**config.mk**
```make
export PLATFORM = sky130hd
export DESIGN_NAME = delta_list_task_scheduler_top
export DESIGN_NICKNAME = d
export VERILOG_FILES = /design/src/rtl/dlts_pkg.sv /design/src/rtl/dlts_ram.sv /design/src/rtl/dlts_ctrl.sv /design/src/rtl/dlts_dpath.sv /design/src/rtl/delta_list_task_scheduler_top.sv
export SDC_FILE = /design/constraint.sdc
export NUM_CORES = 2
export LEC_CHECK = 0
export BUFFER_PORTS_ARGS = -buffer_cell sky130_fd_sc_hd__buf_2
export CELL_PAD_IN_SITES_DETAIL_PLACEMENT = 2
export CELL_PAD_IN_SITES_GLOBAL_PLACEMENT = 2
export CORE_MARGIN = 3
export CORE_UTILIZATION = 45
export CTS_BUF_LIST = sky130_fd_sc_hd__clkbuf_8 sky130_fd_sc_hd__clkbuf_16
export CTS_CLUSTER_DIAMETER = 50
export DETAILED_ROUTE_END_ITERATION = 10
export PLACE_DENSITY = 0.83
export SLEW_MARGIN = 20
export SYNTH_ARGS = -nofsm -noshare
export SYNTH_HDL_FRONTEND = slang
export SYNTH_SLANG_ARGS = --single-unit
```
**constraint.sdc**
```tcl
create_clock -name clk -period 9.1 [get_ports clk]
set_input_delay 0.91 -clock clk [delete_from_list [all_inputs] [get_ports clk]]
set_output_delay 0.91 -clock clk [all_outputs]
set_load 0.01 [all_outputs]
```
**src/rtl/dlts_pkg.sv**
```systemverilog
// Shared types and constants for the delta-list task scheduler.
// No dependencies; every other rtl file but dlts_ram refers to it by scoped names.
package dlts_pkg;

    // Default list capacity
    localparam int DEFAULT_MAX_TASKS = 16;

    // Pending-run counter saturates here
    localparam logic [7:0] PENDING_MAX = 8'hFF;

    // Request codes
    localparam logic [1:0] REQ_TICK     = 2'd0;
    localparam logic [1:0] REQ_ADD      = 2'd1;
    localparam logic [1:0] REQ_DISPATCH = 2'd2;

    // Input item
    typedef struct packed {
        logic [1:0]  req_type;
        logic [7:0]  task_ident;
        logic [31:0] first_delay;
        logic [31:0] repeat_period;
    } in_item_t;

    // Result item
    typedef struct packed {
        logic        fired;
        logic [7:0]  fired_task;
        logic [3:0]  insert_index;
        logic        status;
        logic [4:0]  entries_used;
    } out_item_t;

    // One list entry as stored in the slot memory
    typedef struct packed {
        logic [7:0]  tid;
        logic [31:0] delay;
        logic [31:0] period;
        logic [7:0]  pending;
    } entry_t;

    // Read address select
    typedef enum logic [2:0] {
        RD_ZERO,
        RD_POS,
        RD_KM1,
        RD_KM2,
        RD_KP1,
        RD_KP2
    } rd_sel_t;

    // Write address/data select
    typedef enum logic [1:0] {
        WR_TICK,
        WR_SHIFT,
        WR_MOVE,
        WR_NEW
    } wr_sel_t;

    // Controller -> datapath commands
    typedef struct packed {
        logic    load;
        logic    rd_en;
        rd_sel_t rd_sel;
        logic    wr_en;
        wr_sel_t wr_sel;
        logic    pos_clr;
        logic    walk_step;
        logic    k_load;
        logic    k_clr;
        logic    k_dec;
        logic    k_inc;
        logic    cnt_inc;
        logic    cnt_dec;
        logic    set_full;
        logic    set_index;
        logic    fire;
        logic    out_load;
    } dlts_cmd_t;

    // Datapath -> controller status
    typedef struct packed {
        logic [1:0] req;
        logic       cnt_zero;
        logic       full;
        logic       walk_end;
        logic       walk_go;
        logic       k_above_pos;
        logic       k_above_pos1;
        logic       rm_more;
        logic       rm_more2;
        logic       pending_nz;
        logic       per_nz;
        logic       out_free;
    } dlts_stat_t;

endpackage

```
**src/rtl/dlts_ram.sv**
```systemverilog
// Generic single-write, single-read RAM with registered read data.
// No dependencies.
module dlts_ram #(
    parameter int WIDTH = 8,
    parameter int DEPTH = 16,
    localparam int AW = (DEPTH > 1) ? $clog2(DEPTH) : 1
) (
    input  logic             clk,
    input  logic             wr_en,
    input  logic [AW-1:0]    wr_addr,
    input  logic [WIDTH-1:0] wr_data,
    input  logic             rd_en,
    input  logic [AW-1:0]    rd_addr,
    output logic [WIDTH-1:0] rd_data
);

    logic [WIDTH-1:0] mem [DEPTH];

    // Write port
    always_ff @(posedge clk)
    begin
        if (wr_en)
        begin
            mem[wr_addr] <= wr_data;
        end
    end

    // Registered read port; holds its data when idle
    always_ff @(posedge clk)
    begin
        if (rd_en)
        begin
            rd_data <= mem[rd_addr];
        end
    end

endmodule

```
**src/rtl/dlts_ctrl.sv**
```systemverilog
// Sequencing state machine for the scheduler: decodes items, walks,
// shifts and removes list entries by commanding the datapath. Uses dlts_pkg.
module dlts_ctrl (
    input  logic                  clk,
    input  logic                  rst_n,
    input  logic                  in_valid,
    output logic                  in_ready,
    input  dlts_pkg::dlts_stat_t  stat,
    output dlts_pkg::dlts_cmd_t   cmd
);

    typedef enum logic [3:0] {
        S_IDLE,
        S_DECODE,
        S_TICK_WR,
        S_WALK_RD,
        S_WALK_CMP,
        S_SH_TEST,
        S_SH_WR,
        S_INS_WR,
        S_DISP_CHK,
        S_RM_TEST,
        S_RM_WR,
        S_REINS,
        S_FINISH
    } state_t;

    state_t state_reg;
    state_t state_next;

    // State register
    always_ff @(posedge clk or negedge rst_n)
    begin
        if (!rst_n)
        begin
            state_reg <= S_IDLE;
        end
        else
        begin
            state_reg <= state_next;
        end
    end

    assign in_ready = (state_reg == S_IDLE);

    // Next state and commands
    always_comb
    begin
        state_next = state_reg;
        cmd        = '0;
        case (state_reg)
            S_IDLE:
            begin
                if (in_valid)
                begin
                    cmd.load   = 1'b1;
                    state_next = S_DECODE;
                end
            end
            S_DECODE:
            begin
                case (stat.req)
                    dlts_pkg::REQ_TICK:
                    begin
                        if (stat.cnt_zero)
                        begin
                            state_next = S_FINISH;
                        end
                        else
                        begin
                            cmd.rd_en  = 1'b1;
                            cmd.rd_sel = dlts_pkg::RD_ZERO;
                            state_next = S_TICK_WR;
                        end
                    end
                    dlts_pkg::REQ_ADD:
                    begin
                        if (stat.full)
                        begin
                            cmd.set_full = 1'b1;
                            state_next   = S_FINISH;
                        end
                        else
                        begin
                            cmd.pos_clr = 1'b1;
                            state_next  = S_WALK_RD;
                        end
                    end
                    dlts_pkg::REQ_DISPATCH:
                    begin
                        if (stat.cnt_zero)
                        begin
                            state_next = S_FINISH;
                        end
                        else
                        begin
                            cmd.rd_en  = 1'b1;
                            cmd.rd_sel = dlts_pkg::RD_ZERO;
                            state_next = S_DISP_CHK;
                        end
                    end
                    default:
                    begin
                        state_next = S_FINISH;
                    end
                endcase
            end
            S_TICK_WR:
            begin
                cmd.wr_en  = 1'b1;
                cmd.wr_sel = dlts_pkg::WR_TICK;
                state_next = S_FINISH;
            end
            // Walk: fetch entry at pos, then compare against remaining delay
            S_WALK_RD:
            begin
                if (stat.walk_end)
                begin
                    cmd.k_load = 1'b1;
                    state_next = S_SH_TEST;
                end
                else
                begin
                    cmd.rd_en  = 1'b1;
                    cmd.rd_sel = dlts_pkg::RD_POS;
                    state_next = S_WALK_CMP;
                end
            end
            S_WALK_CMP:
            begin
                if (stat.walk_go)
                begin
                    cmd.walk_step = 1'b1;
                    state_next    = S_WALK_RD;
                end
                else
                begin
                    cmd.k_load = 1'b1;
                    state_next = S_SH_TEST;
                end
            end
            // Shift tail up by one, top entry first
            S_SH_TEST:
            begin
                if (stat.k_above_pos)
                begin
                    cmd.rd_en  = 1'b1;
                    cmd.rd_sel = dlts_pkg::RD_KM1;
                    state_next = S_SH_WR;
                end
                else
                begin
                    state_next = S_INS_WR;
                end
            end
            S_SH_WR:
            begin
                cmd.wr_en  = 1'b1;
                cmd.wr_sel = dlts_pkg::WR_SHIFT;
                cmd.k_dec  = 1'b1;
                if (stat.k_above_pos1)
                begin
                    cmd.rd_en  = 1'b1;
                    cmd.rd_sel = dlts_pkg::RD_KM2;
                end
                else
                begin
                    state_next = S_INS_WR;
                end
            end
            S_INS_WR:
            begin
                cmd.wr_en     = 1'b1;
                cmd.wr_sel    = dlts_pkg::WR_NEW;
                cmd.cnt_inc   = 1'b1;
                cmd.set_index = (stat.req == dlts_pkg::REQ_ADD);
                state_next    = S_FINISH;
            end
            S_DISP_CHK:
            begin
                if (stat.pending_nz)
                begin
                    cmd.fire   = 1'b1;
                    cmd.k_clr  = 1'b1;
                    state_next = S_RM_TEST;
                end
                else
                begin
                    state_next = S_FINISH;
                end
            end
            // Remove head: move entries down by one
            S_RM_TEST:
            begin
                if (stat.rm_more)
                begin
                    cmd.rd_en  = 1'b1;
                    cmd.rd_sel = dlts_pkg::RD_KP1;
                    state_next = S_RM_WR;
                end
                else
                begin
                    state_next = S_REINS;
                end
            end
            S_RM_WR:
            begin
                cmd.wr_en  = 1'b1;
                cmd.wr_sel = dlts_pkg::WR_MOVE;
                cmd.k_inc  = 1'b1;
                if (stat.rm_more2)
                begin
                    cmd.rd_en  = 1'b1;
                    cmd.rd_sel = dlts_pkg::RD_KP2;
                end
                else
                begin
                    state_next = S_REINS;
                end
            end
            // Drop the head; periodic task goes back in through the walk
            S_REINS:
            begin
                cmd.cnt_dec = 1'b1;
                if (stat.per_nz)
                begin
                    cmd.pos_clr = 1'b1;
                    state_next  = S_WALK_RD;
                end
                else
                begin
                    state_next = S_FINISH;
                end
            end
            S_FINISH:
            begin
                if (stat.out_free)
                begin
                    cmd.out_load = 1'b1;
                    state_next   = S_IDLE;
                end
            end
            default:
            begin
                state_next = S_IDLE;
            end
        endcase
    end

`ifndef NO_ASSERTIONS
    // A new item is only taken when the controller is idle
    a_load_idle: assert property (@(posedge clk) disable iff (!rst_n)
        cmd.load |-> (state_reg == S_IDLE))
        else $error("item loaded outside idle");

    // Every accepted item leads to decode next cycle
    a_load_decode: assert property (@(posedge clk) disable iff (!rst_n)
        cmd.load |=> (state_reg == S_DECODE))
        else $error("decode did not follow load");

    // A write and a result load never coincide
    a_wr_out: assert property (@(posedge clk) disable iff (!rst_n)
        !(cmd.wr_en && cmd.out_load))
        else $error("memory write during result load");
`endif

endmodule

```
**src/rtl/dlts_dpath.sv**
```systemverilog
// Datapath of the scheduler: slot memory, list pointers, count, working
// registers and output register. Uses dlts_pkg and dlts_ram.
module dlts_dpath #(
    parameter int MAX_TASKS = dlts_pkg::DEFAULT_MAX_TASKS
) (
    input  logic                  clk,
    input  logic                  rst_n,
    input  dlts_pkg::in_item_t    in_data,
    input  dlts_pkg::dlts_cmd_t   cmd,
    output dlts_pkg::dlts_stat_t  stat,
    output logic                  out_valid,
    input  logic                  out_ready,
    output dlts_pkg::out_item_t   out_data
);

    localparam int CNT_W = $clog2(MAX_TASKS + 1);
    localparam int AW    = (MAX_TASKS > 1) ? $clog2(MAX_TASKS) : 1;
    localparam int EW    = $bits(dlts_pkg::entry_t);

    // Control counters
    logic [CNT_W-1:0] cnt_reg;
    logic [CNT_W-1:0] pos_reg;
    logic [CNT_W-1:0] k_reg;
    logic             out_valid_reg;

    // Working registers
    logic [1:0]          req_reg;
    logic [7:0]          task_reg;
    logic [31:0]         rem_reg;
    logic [31:0]         per_reg;
    logic                fired_reg;
    logic [7:0]          ftask_reg;
    logic [3:0]          idx_reg;
    logic                status_reg;
    dlts_pkg::out_item_t out_data_reg;

    // Memory interface
    logic             wr_en;
    logic [AW-1:0]    wr_addr;
    dlts_pkg::entry_t wr_entry;
    logic [AW-1:0]    rd_addr;
    logic [EW-1:0]    rd_bits;
    dlts_pkg::entry_t rd_entry;

    // Derived pointers
    logic [CNT_W-1:0] k_m1;
    logic [CNT_W-1:0] k_m2;
    logic [CNT_W-1:0] k_p1;
    logic [CNT_W-1:0] k_p2;
    logic [CNT_W-1:0] pos_p1;
    logic [CNT_W+4:0] cnt_ext;
    logic [CNT_W+3:0] pos_ext;

    dlts_pkg::entry_t tick_entry;
    dlts_pkg::entry_t sh_entry;
    dlts_pkg::entry_t new_entry;

    assign rd_entry = dlts_pkg::entry_t'(rd_bits);

    assign k_m1    = k_reg - CNT_W'(1);
    assign k_m2    = k_reg - CNT_W'(2);
    assign k_p1    = k_reg + CNT_W'(1);
    assign k_p2    = k_reg + CNT_W'(2);
    assign pos_p1  = pos_reg + CNT_W'(1);
    assign cnt_ext = {5'd0, cnt_reg};
    assign pos_ext = {4'd0, pos_reg};

    // Slot memory
    dlts_ram #(
        .WIDTH (EW),
        .DEPTH (MAX_TASKS)
    ) u_slots (
        .clk     (clk),
        .wr_en   (wr_en),
        .wr_addr (wr_addr),
        .wr_data (wr_entry),
        .rd_en   (cmd.rd_en),
        .rd_addr (rd_addr),
        .rd_data (rd_bits)
    );

    // Read address select
    always_comb
    begin
        case (cmd.rd_sel)
            dlts_pkg::RD_ZERO: rd_addr = '0;
            dlts_pkg::RD_POS:  rd_addr = pos_reg[AW-1:0];
            dlts_pkg::RD_KM1:  rd_addr = k_m1[AW-1:0];
            dlts_pkg::RD_KM2:  rd_addr = k_m2[AW-1:0];
            dlts_pkg::RD_KP1:  rd_addr = k_p1[AW-1:0];
            dlts_pkg::RD_KP2:  rd_addr = k_p2[AW-1:0];
            default:           rd_addr = '0;
        endcase
    end

    // Head update on a tick: count down, or bump pending at zero
    always_comb
    begin
        tick_entry = rd_entry;
        if (rd_entry.delay == 32'd0)
        begin
            if (rd_entry.pending != dlts_pkg::PENDING_MAX)
            begin
                tick_entry.pending = rd_entry.pending + 8'd1;
            end
        end
        else
        begin
            tick_entry.delay = rd_entry.delay - 32'd1;
        end
    end

    // Shifted entry; the new entry's follower loses the remaining delay
    always_comb
    begin
        sh_entry = rd_entry;
        if (k_reg == pos_p1)
        begin
            sh_entry.delay = rd_entry.delay - rem_reg;
        end
    end

    assign new_entry = '{tid: task_reg, delay: rem_reg, period: per_reg, pending: 8'd0};

    // Write address/data select
    assign wr_en = cmd.wr_en;
    always_comb
    begin
        case (cmd.wr_sel)
            dlts_pkg::WR_TICK:
            begin
                wr_addr  = '0;
                wr_entry = tick_entry;
            end
            dlts_pkg::WR_SHIFT:
            begin
                wr_addr  = k_reg[AW-1:0];
                wr_entry = sh_entry;
            end
            dlts_pkg::WR_MOVE:
            begin
                wr_addr  = k_reg[AW-1:0];
                wr_entry = rd_entry;
            end
            default:
            begin
                wr_addr  = pos_reg[AW-1:0];
                wr_entry = new_entry;
            end
        endcase
    end

    // Counters and output valid
    always_ff @(posedge clk or negedge rst_n)
    begin
        if (!rst_n)
        begin
            cnt_reg       <= '0;
            pos_reg       <= '0;
            k_reg         <= '0;
            out_valid_reg <= 1'b0;
        end
        else
        begin
            if (cmd.cnt_inc)
            begin
                cnt_reg <= cnt_reg + CNT_W'(1);
            end
            else if (cmd.cnt_dec)
            begin
                cnt_reg <= cnt_reg - CNT_W'(1);
            end

            if (cmd.pos_clr)
            begin
                pos_reg <= '0;
            end
            else if (cmd.walk_step)
            begin
                pos_reg <= pos_p1;
            end

            if (cmd.k_load)
            begin
                k_reg <= cnt_reg;
            end
            else if (cmd.k_clr)
            begin
                k_reg <= '0;
            end
            else if (cmd.k_dec)
            begin
                k_reg <= k_m1;
            end
            else if (cmd.k_inc)
            begin
                k_reg <= k_p1;
            end

            if (cmd.out_load)
            begin
                out_valid_reg <= 1'b1;
            end
            else if (out_ready)
            begin
                out_valid_reg <= 1'b0;
            end
        end
    end

    // Working and result registers
    always_ff @(posedge clk)
    begin
        if (cmd.load)
        begin
            req_reg    <= in_data.req_type;
            task_reg   <= in_data.task_ident;
            rem_reg    <= in_data.first_delay;
            per_reg    <= in_data.repeat_period;
            fired_reg  <= 1'b0;
            ftask_reg  <= 8'd0;
            idx_reg    <= 4'd0;
            status_reg <= 1'b0;
        end
        else
        begin
            if (cmd.walk_step)
            begin
                rem_reg <= rem_reg - rd_entry.delay;
            end
            if (cmd.fire)
            begin
                fired_reg <= 1'b1;
                ftask_reg <= rd_entry.tid;
                task_reg  <= rd_entry.tid;
                rem_reg   <= rd_entry.period;
                per_reg   <= rd_entry.period;
            end
            if (cmd.set_full)
            begin
                status_reg <= 1'b1;
            end
            if (cmd.set_index)
            begin
                idx_reg <= pos_ext[3:0];
            end
        end

        if (cmd.out_load)
        begin
            out_data_reg.fired        <= fired_reg;
            out_data_reg.fired_task   <= ftask_reg;
            out_data_reg.insert_index <= idx_reg;
            out_data_reg.status       <= status_reg;
            out_data_reg.entries_used <= cnt_ext[4:0];
        end
    end

    assign out_valid = out_valid_reg;
    assign out_data  = out_data_reg;

    // Status to controller
    always_comb
    begin
        stat.req          = req_reg;
        stat.cnt_zero     = (cnt_reg == '0);
        stat.full         = (cnt_reg == CNT_W'(MAX_TASKS));
        stat.walk_end     = (pos_reg == cnt_reg);
        stat.walk_go      = (rem_reg >= rd_entry.delay);
        stat.k_above_pos  = (k_reg > pos_reg);
        stat.k_above_pos1 = ({1'b0, k_reg} > ({1'b0, pos_reg} + (CNT_W+1)'(1)));
        stat.rm_more      = (({1'b0, k_reg} + (CNT_W+1)'(1)) < {1'b0, cnt_reg});
        stat.rm_more2     = (({1'b0, k_reg} + (CNT_W+1)'(2)) < {1'b0, cnt_reg});
        stat.pending_nz   = (rd_entry.pending != 8'd0);
        stat.per_nz       = (per_reg != 32'd0);
        stat.out_free     = !out_valid_reg || out_ready;
    end

`ifndef NO_ASSERTIONS
    // List never holds more than its capacity
    a_cnt_max: assert property (@(posedge clk) disable iff (!rst_n)
        cnt_reg <= CNT_W'(MAX_TASKS))
        else $error("list count above capacity");

    // Walk reads stay within the list
    a_pos_cnt: assert property (@(posedge clk) disable iff (!rst_n)
        (cmd.rd_en && cmd.rd_sel == dlts_pkg::RD_POS) |-> (pos_reg < cnt_reg))
        else $error("walk read past end of list");

    // Inserting a new entry requires a free slot
    a_ins_room: assert property (@(posedge clk) disable iff (!rst_n)
        (cmd.wr_en && cmd.wr_sel == dlts_pkg::WR_NEW) |-> (cnt_reg < CNT_W'(MAX_TASKS)))
        else $error("insert into full list");

    // A result is never loaded over one still waiting
    a_out_free: assert property (@(posedge clk) disable iff (!rst_n)
        cmd.out_load |-> (!out_valid_reg || out_ready))
        else $error("result overwritten");
`endif

endmodule

```
**src/rtl/delta_list_task_scheduler_top.sv**
```systemverilog
// Per item: a tick updates the head entry (nothing on an empty list); an add
// walks to its insert place (P), shifts the tail up and inserts, or only sets
// the status when full; a dispatch fires the head if it has runs pending and
// removes it, and a periodic task goes back in through walk, shift and insert.
// One item at a time: a new item is taken only when the last one is done, and
// a waiting result holds off the next one. Reset (rst_n, async,
// active low) empties the list; slot memory is not cleared.
module delta_list_task_scheduler_top #(
    parameter int MAX_TASKS = dlts_pkg::DEFAULT_MAX_TASKS
) (
    input  logic                clk,
    input  logic                rst_n,
    input  logic                in_valid,
    output logic                in_ready,
    input  dlts_pkg::in_item_t  in_data,
    output logic                out_valid,
    input  logic                out_ready,
    output dlts_pkg::out_item_t out_data
);

    dlts_pkg::dlts_cmd_t  cmd;
    dlts_pkg::dlts_stat_t stat;

    // Sequencer
    dlts_ctrl u_ctrl (
        .clk      (clk),
        .rst_n    (rst_n),
        .in_valid (in_valid),
        .in_ready (in_ready),
        .stat     (stat),
        .cmd      (cmd)
    );

    // Storage and arithmetic
    dlts_dpath #(
        .MAX_TASKS (MAX_TASKS)
    ) u_dpath (
        .clk       (clk),
        .rst_n     (rst_n),
        .in_data   (in_data),
        .cmd       (cmd),
        .stat      (stat),
        .out_valid (out_valid),
        .out_ready (out_ready),
        .out_data  (out_data)
    );

endmodule
```
==> reports/qor.txt <==
Syn Inst Count -> 5009
Vias in the first global route -> 51771
IO Pins -> 99
WP data arrival -> 7.21 ns
Slew Limit Fails -> 0
FP Rows -> 138
Main area contributors after synthesis -> edfxtp_1, nand2_1, mux2i_1, nand3_1, ha_1
Tcrit/Tclk final -> 73.0%
Core area -> 0.142 mm^2
Clock Skew -> 0.0483 ns
Yosys cell types -> 88
Main synth FF type -> edfxtp_1
Buffers on Ports -> 98
Drt pass-1 iters -> 6
Layout cells sized above 1 -> 10.1%
Clock-pin slew on the worst setup and hold paths -> 0.06 ns
Die width -> 386 um
Sequential share of the synthesized area -> 68.4%
Maximum fanout along the worst path -> 33
Mapped Area -> 0.0649 mm^2
CTS H-Tree Depth -> 4
Final hold vios -> 0
Core Util, Final -> 51.4%
Max-cap violations -> 0
Post-synth ARST share -> 1.34%
WL final -> 278000 um
Required @ worst endpoint -> 9.67 ns
Chip height -> 386 um
Final worst slack -> 2.46 ns
DRC Markers -> 0
Die area -> 0.149 mm^2
Critical setup path kind -> reg2reg
Routed Antenna Nets -> 0
Max Freq -> 151 MHz
Final nets -> 5238
Slew margin rel. -> 20.6%
Number of synthesized flops with an enable pin -> 1453
Syn Area/Cell -> 13.0 um^2
Min Tclk post-route -> 6.64 ns
Clock latency on the worst-skew pair -> 0.85 ns
Slew @ Worst Pin -> 1.17 ns
Pre-CTS setup slack -> 2.87 ns
CP endpoint kind -> flip-flop
Routability cong. -> 0.896
Cts hold-fix bufs -> 0
Initial core utilization -> 45.6%
Outcome -> finished clean
Max FFs per register -> 1280
Yosys warns -> 0
Biggest register -> u_dpath.u_slots.mem
Syn_nets -> 5187
Max rail drop VDD -> 0.410 mV
Layout area overhead -> 12.9%
Seq cells post-synth -> 1487
Grt ovf -> 0
First-pass GRT wire length -> 393000 um
Worst min-delay path class -> in2async
Initial antenna violation count -> 19
# resized after CTS -> 0
Unrepaired setup endpoints after global routing -> false
Pwr dens -> 459 mW/mm^2
Initial DRC count -> 6261
Gr usage total -> 37.0%
Area share of the largest cell type after synthesis -> 67.2%
Clk buf depth -> 3
Drt wl/cell -> 39.2 um
Fillers -> 13276
Vias per inst -> 6.81
Largest net degree at the start of global routing -> 143
Vias -> 48318
Root Buffer -> clkbuf_16
# setup viols final -> 0
CP Launch Type -> flip-flop
Total clock sinks -> 1487
P_leak -> 26.9 nW
Hpwl dp -> 148000 um
Top Registers -> u_dpath.u_slots.mem (1280), u_dpath.u_slots.rd_data (80)
CTS tree -> done
Fin Setup TNS -> 0 ns
Postcts setup bufs -> 0
Synth area leader -> edfxtp_1
Num CTS Buffers -> 171
-- report_power, final --
| part | leakage (nW) | internal, W | switching [W] | total [W] |
|---|---|---|---|---|
| clock network | 2.77 | 0.00387 | 0.00322 | 0.00709 |
| registers | 13.6 | 0.0105 | 0.000988 | 0.0115 |
| logic | 10.6 | 0.00403 | 0.0110 | 0.0150 |
-- worst max-delay path, cell delays in order, from the launching register on --
cell and delay, ns:
dfrtp_1 0.81, nand3_1 0.21, xnor2_1 0.17, ha_1 0.22, or3_1 0.39, a21oi_1 0.58, fa_1 0.62, or4_1 0.58
a21oi_1 0.20, nor4_2 0.11, o21a_1 0.28, nor2_4 0.15, buf_4 0.57, buf_4 0.70, nand3_1 0.20, and4_1 0.24
a221o_1 0.27
-- final timing paths --
path,end,depth (start not counted),slack (ns),start
max,u_dpath.u_slots.rd_data[38]$_DFFE_PP_,16,2.46,u_dpath.k_reg[3]$_DFFE_PN0P_
min,u_ctrl.state_reg[0]$_DFFE_PN0P_,1,0.05,rst_n
max reg2reg,u_dpath.u_slots.rd_data[38]$_DFFE_PP_,16,2.46,u_dpath.k_reg[3]$_DFFE_PN0P_
min reg2reg,u_dpath.out_data[5]$_DFFE_PP_,0,0.44,u_dpath.status_reg$_SDFFE_PP0P_
max in group asynchronous,u_dpath.k_reg[0]$_DFFE_PN0P_,1,8.68,rst_n
min in group clk,u_dpath.req_reg[0]$_DFFE_PP_,1,0.25,in_data[72]
-- cells by family after synthesis --
group / synth area share (%)
compound gates: 8.48
xor+xnor: 1.10
fa+ha+maj: 1.97
buf+inv: 2.60
flops: 68.4
mux: 5.15
simple gates: 12.3
-- synth_stat cells (40+ instances only) --
master and instances:
a211oi_1 72, a21oi_1 236, a22o_1 40, a31oi_1 104, a32oi_1 55, buf_2 45
clkbuf_1 209, edfxtp_1 1453, ha_1 96, inv_1 102, mux2i_1 332, nand2_1 1004
nand3_1 371, nor2_1 145, nor2b_1 72, o21ai_0 92, xnor2_1 56
-- final cells by class --
| cell class | instances | area [um^2] | area share [%] |
|---|---|---|---|
| inverters | 103 | 388 | 0.529 |
| repair buffers | 183 | 1400 | 1.91 |
| well taps | 1890 | 2360 | 3.23 |
| clock buffers | 173 | 4330 | 5.91 |
| diodes | 10 | 25.0 | 0.0342 |
| clock inverters | 139 | 1180 | 1.62 |
| multi-input cells | 3114 | 19200 | 26.2 |
| flip-flops and latches | 1487 | 44400 | 60.6 |
-- cell usage in the layout, fill, tap and decap left out, types with 18 or more instances in the layout --
cell type | netlist | routed
a211oi_1 | 72 | 72
a21o_1 | 38 | 37
a21oi_1 | 236 | 221
a221o_1 | 34 | 34
a22o_1 | 40 | 40
a31oi_1 | 104 | 104
a32oi_1 | 55 | 54
and4_1 | 36 | 36
buf_12 | 0 | 18
buf_2 | 45 | 99
buf_4 | 25 | 61
clkbuf_16 | 0 | 173
clkinv_1 | 0 | 31
clkinv_2 | 0 | 30
dfrtp_1 | 20 | 20
edfxtp_1 | 1453 | 1453
ha_1 | 96 | 94
inv_1 | 102 | 123
mux2i_1 | 332 | 327
nand2_1 | 1004 | 1002
nand2b_1 | 18 | 18
nand3_1 | 371 | 370
nor2_1 | 145 | 122
nor2_4 | 0 | 19
nor2b_1 | 72 | 72
nor3_1 | 27 | 27
nor4_1 | 23 | 23
o21ai_0 | 92 | 91
xnor2_1 | 56 | 56
xor2_1 | 23 | 23
-- metal layers --
layer  up-vias  GRT usage, %  routed length [um]
met3      1021          8.90               26600
met1     25040          45.2              101000
met5         -             0                  42
li1      18837             -                   -
met4         6          20.7               17700
met2      3414          60.3              133000
-- metrics by stage --
stage          hold slack (ns)  power [W]  area [um^2]  std cells
5_1_grt                 0.0780     0.0346        73300       7089
2_1_floorplan            0.408     0.0197        64900       5009
3_3_place_gp             0.412     0.0238        67600       6771
6_report                0.0528     0.0336        73300       7099
4_1_cts                 0.0514     0.0330        73100       7084
3_5_place_dp             0.419     0.0253        67600       6772
Power figures use the tool's default switching activity.
